## src/rtl/body_euler_step_wall_bounce_core_macros.svh

```systemverilog
// Assertion macros shared by the body step RTL.
// No dependencies; include by bare file name inside a module.
`ifndef BODY_EULER_STEP_WALL_BOUNCE_CORE_MACROS_SVH
`define BODY_EULER_STEP_WALL_BOUNCE_CORE_MACROS_SVH

// same-cycle implication, disabled during reset
`define BEWS_ASSERT_IMP(lbl, clk, rst, ante, cons) \
  lbl: assert property (@(posedge clk) disable iff (rst) (ante) |-> (cons)) \
    else $error("bews check failed");

// next-cycle implication, disabled during reset
`define BEWS_ASSERT_NXT(lbl, clk, rst, ante, cons) \
  lbl: assert property (@(posedge clk) disable iff (rst) (ante) |=> (cons)) \
    else $error("bews check failed");

`endif

```

## src/rtl/bews_pkg.sv

```systemverilog
// Shared types, constants and fixed point helpers for the body step core.
// No dependencies.
package bews_pkg;

  localparam logic [4:0] FRAC_BITS  = 5'd16;
  localparam logic [4:0] ELAST_BITS = 5'd16;
  localparam int DIV_BITS = 33;

  localparam logic signed [65:0] SAT_HI = 66'sd2147483647;
  localparam logic signed [65:0] SAT_LO = -66'sd2147483648;

  typedef enum logic [2:0] {
    REG_GRAVITY     = 3'd0,
    REG_TIME_STEP   = 3'd1,
    REG_WALL_TOP    = 3'd2,
    REG_WALL_BOTTOM = 3'd3,
    REG_WALL_LEFT   = 3'd4,
    REG_WALL_RIGHT  = 3'd5
  } bews_reg_t;

  // body data carried alongside the arithmetic
  typedef struct packed {
    logic signed [31:0] px;
    logic signed [31:0] py;
    logic signed [31:0] pz;
    logic signed [31:0] vx;
    logic signed [31:0] vy;
    logic signed [31:0] vz;
    logic [16:0]        e;
    logic [2:0]         neg;
    logic [2:0]         ovf;
  } bews_side_t;

  // clamp to the 32 bit signed range
  function automatic logic signed [31:0] sat32(input logic signed [65:0] v);
    logic signed [31:0] r;
    if (v > SAT_HI) r = 32'sh7fffffff;
    else if (v < SAT_LO) r = 32'sh80000000;
    else r = v[31:0];
    return r;
  endfunction

  // arithmetic shift right rounding toward zero
  function automatic logic signed [65:0] tz_shift(input logic signed [65:0] p,
                                                  input logic [4:0] sh);
    logic signed [65:0] bias;
    bias = (p < 0) ? ((66'sd1 <<< sh) - 66'sd1) : 66'sd0;
    return (p + bias) >>> sh;
  endfunction

  function automatic logic signed [65:0] abs66(input logic signed [65:0] p);
    return (p < 0) ? -p : p;
  endfunction

endpackage

```

## src/rtl/bews_div.sv

```systemverilog
// Pipelined restoring divider lane, one quotient bit per stage.
// Depends on bews_pkg.
module bews_div (
  input  logic        clk,
  input  logic        en,
  input  logic [30:0] divisor,
  input  logic [30:0] rem_in,
  input  logic [bews_pkg::DIV_BITS-1:0] num_lo,
  output logic [bews_pkg::DIV_BITS-1:0] quot
);
  import bews_pkg::*;

  logic [30:0]         r_st  [DIV_BITS];
  logic [DIV_BITS-1:0] lo_st [DIV_BITS];
  logic [DIV_BITS-1:0] q_st  [DIV_BITS];
  logic [30:0]         m_st  [DIV_BITS];

  for (genvar k = 0; k < DIV_BITS; k++) begin : g_stage
    logic [30:0]         rp;
    logic [DIV_BITS-1:0] lp;
    logic [DIV_BITS-1:0] qp;
    logic [30:0]         mp;
    logic [31:0]         t;
    logic                ge;

    if (k == 0) begin : g_first
      assign rp = rem_in;
      assign lp = num_lo;
      assign qp = '0;
      assign mp = divisor;
    end else begin : g_next
      assign rp = r_st[k-1];
      assign lp = lo_st[k-1];
      assign qp = q_st[k-1];
      assign mp = m_st[k-1];
    end

    // shift in the next numerator bit and try the subtraction
    assign t  = {rp, lp[DIV_BITS-1]};
    assign ge = t >= {1'b0, mp};

    always_ff @(posedge clk) begin
      if (en) begin
        r_st[k]  <= ge ? 31'(t - {1'b0, mp}) : t[30:0];
        lo_st[k] <= {lp[DIV_BITS-2:0], 1'b0};
        q_st[k]  <= {qp[DIV_BITS-2:0], ge};
        m_st[k]  <= mp;
      end
    end
  end

  assign quot = q_st[DIV_BITS-1];

endmodule

```

## config.mk

```make
export PLATFORM = sky130hd
export DESIGN_NAME = bews_div
export DESIGN_NICKNAME = d
export VERILOG_FILES = /design/src/rtl/body_euler_step_wall_bounce_core_macros.svh /design/src/rtl/bews_pkg.sv /design/src/rtl/bews_div.sv
export SDC_FILE = /design/constraint.sdc
export NUM_CORES = 2
export LEC_CHECK = 0
export BUFFER_PORTS_ARGS = -buffer_cell sky130_fd_sc_hd__buf_2
export CORE_ASPECT_RATIO = 0.75
export CORE_MARGIN = 2
export CORE_UTILIZATION = 30
export DETAILED_ROUTE_END_ITERATION = 16
export GPL_TIMING_DRIVEN = 1
export PLACE_DENSITY_LB_ADDON = 0.12
export SETUP_SLACK_MARGIN = 0.15
export SLEW_MARGIN = 0
export SYNTH_ARGS = -nofsm -noshare
export SYNTH_HDL_FRONTEND = slang
export SYNTH_MEMORY_MAX_BITS = 65536
export SYNTH_SLANG_ARGS = --single-unit
```

## constraint.sdc

```tcl
create_clock -name clk -period 9.25 [get_ports clk]
set_clock_uncertainty 0.1 [all_clocks]
set_input_delay 1.85 -clock clk [delete_from_list [all_inputs] [get_ports clk]]
set_output_delay 1.85 -clock clk [all_outputs]
set_load 0.05 [all_outputs]
```

==> flow_summary.toml <==
[yosys]
synth.most_common_cell = "edfxtp_1"
netlist_area_um2 = 157500
synth_edf_count = 3073
async_flop_share_pct = 0
netlist_top_cells_count = "edfxtp_1 (3073), inv_1 (1308), ha_1 (1023)"
syn_nets = 14142
synth_warnings = 0
ys_types = 108
synth_ff_type = "edfxtp_1"
synth_area_leader_cell = "edfxtp_1"
ys_seq_area_share_pct = 58.60
avgSynthCellArea_um2 = 12.12
synth-seq-cells = 3073
synthTopCellsByArea = "edfxtp_1 (59%), ha_1 (8.1%), inv_1 (3.1%)"
synth_top_area_share_pct = 58.60
netlist_instances = 12990

[clock_tree]
clk_latency_ns = 0.99
cts_sinks = 3073
clk_pin_slew_ns = 0.06
hold_buffers = 0
cts_resized = 0
cts_buffers = 344
ctsHtreeMaxLevel = 5
postCtsSetupBuffers = 0
clk_path_buf_depth = 4
cts_root_buffer = "clkbuf_16"
cts_tree = "yes"

[setup_path]
crit_path_start_kind = "input port"
crit_type = "input port to flop"
path_delay_family = "compound AO/OA/AOI/OAI gates"
cp.arrival_ns = 5.29
critPathMaxStageDelay_ns = 0.46
crit_buf_inv = 3
crit_required_ns = 9.86
crit_fanout = 30
worstSetupEndpointType = "flop"
crit_slowest_cell = "o311a_1"
crit_chain = "buf_2 > inv_1 > ha_1 > nor2b_1 > o21ai_0 > a21boi_1 > o311a_1 > a21o_1 > o21ai_0 > a21oi_1 > o211ai_1 > a21o_1 > buf_4 > mux2_2"

[pwr]
power_density_nw_per_um2 = 353.3
peakVddDrop_mv = 0.1715
internal_power_mw = 39.73
sw_frac_of_total_pct = 36.93
clkPwrFrac_pct = 22.8
p_switching_mw = 23.26
p_comb_share_pct = 42.0
leakage_nw = 69.98
seqPwrFrac_pct = 35.2

[placed_design]
numPortBuffers = 129
place_hpwl_mm = 276.2
place_congestion = 0.8193

[route]
wl_per_cell_um = 18.37
initialDrtViolationCount = 7424
wl_met1_mm = 190.6
drt-total-wl_mm = 376.8
ant_nets = 0
routed_via_density = 4.740
wl_met3_mm = 15.63
drt_pass1_iterations = 5
top_layer = "met5"
vias = 97241
drc = 0
routed-wl-met2_mm = 162.0

[die]
rows = 230
initial_core_util_pct = 30.11
dieArea_um2 = 530700
core_um2 = 522900
ioPinCount = 130
die_h_um = 631.4
die_w_um = 840.6

[global_route]
grt_pass1_vias = 93675
overflow = 0
antenna_found_initial = 8
grt_pass1_wl_mm = 579.2
grt_max_degree = 162
grt_usage_pct = 13.80

[min_path]
hold_path.class = "flop to flop"

[status]
status = "finished clean"

[sta]
hold_viol_final = 0
worstMarginPinSlew_ns = 1.210
finalMaxSlewViolations = 0
whs_ns = 0.2704
report.final.setup_viol = 0
relSlewSlack_pct = 18.24
max_freq_mhz = 213.9
setup_tns_ns = 0
fin_crit_ns = 4.675
rsz0062_at_grt = "no"
fin_crit_sh_pct = 50.54

[finish]
fill_cells = 51884
multiInputGateArea_um2 = 59260
nets = 14416
regArea_um2 = 92280
area_delta_synth_final_pct = 13.23
drive_gt1_share_pct = 9.040

[run]
drv_cap = 0
## placed cells by master (no fill, tap or decap), drive strengths merged, types with 141 or more instances in the layout
| master | count |
|---|---|
| a21o | 504 |
| a21oi | 981 |
| buf | 201 |
| clkbuf | 400 |
| edfxtp | 3073 |
| ha | 1023 |
| inv | 1333 |
| mux2 | 370 |
| nand2 | 867 |
| nand2b | 141 |
| nand3 | 190 |
| nand4 | 172 |
| nor2 | 727 |
| nor2b | 141 |
| o21ai | 856 |
| xnor2 | 479 |
| xor2 | 327 |
## path summary, 6_finish.rpt
check / slack, ns / cells after the start / from / to
setup / recovery: 4.58 / 14 / divisor[2] / r_st[0][11]$_DFFE_PP_
hold / removal: 0.27 / 0 / lo_st[0][237]$_DFFE_PP_ / lo_st[0][270]$_DFFE_PP_
setup reg to reg: 4.62 / 14 / lo_st[0][351]$_DFFE_PP_ / r_st[0][366]$_DFFE_PP_
hold reg to reg: 0.27 / 0 / lo_st[0][237]$_DFFE_PP_ / lo_st[0][270]$_DFFE_PP_
## cell type report
cell class	count	area share, %
well taps	6960	4.884
inverters	1317	2.773
flip-flops and latches	3073	51.76
diodes	2	0.002807
clock buffers	400	4.994
repair buffers	201	0.7790
clock inverters	233	1.572
multi-input cells	8327	33.24
## stage by stage
step / cells / worst slack (ns) / total power, mW / cell area, µm² / util, %
floorplan: 12990 / 4.551 / 41.55 / 157500 / -
finish: 20513 / 4.575 / 63.00 / 178300 / 34.10
CTS: 20511 / 4.631 / 63.91 / 178300 / 34.10
global placement: 19878 / 3.643 / 49.13 / 166600 / 31.86
detailed placement: 19878 / 3.669 / 48.95 / 166600 / 31.86
global route: 20512 / 4.312 / 67.85 / 178300 / 34.10
## per-layer routing
layer / track usage (%) / vias to the layer above
met4: 3.158 / 2
met5: 0 / -
met1: 20.76 / 46601
met2: 20.90 / 1584
met3: 1.990 / 499
li1: - / 48555
## logic make-up after synthesis
kind of cell	share of synthesized area, %
compound gates	13.28
xor+xnor	4.483
fa+ha+maj	8.536
buf+inv	3.881
flops	58.60
mux	2.873
simple gates	8.343
## flip-flops by register name, summed over array words and instances, names as in the netlist
name	cells
m_st	992
r_st	992
q_st	561
lo_st	528
## power groups by stage
stage / Clock [mW] / Combinational [mW] / Sequential [mW]
CTS: 15.0 / 26.5 / 22.4
floorplan: 0 / 20.3 / 21.3
global placement: 0 / 26.4 / 22.7
finish: 14.4 / 26.4 / 22.2
global route: 15.5 / 29.8 / 22.6
detailed placement: 0 / 26.3 / 22.6
(Power assumes the default switching activity.)
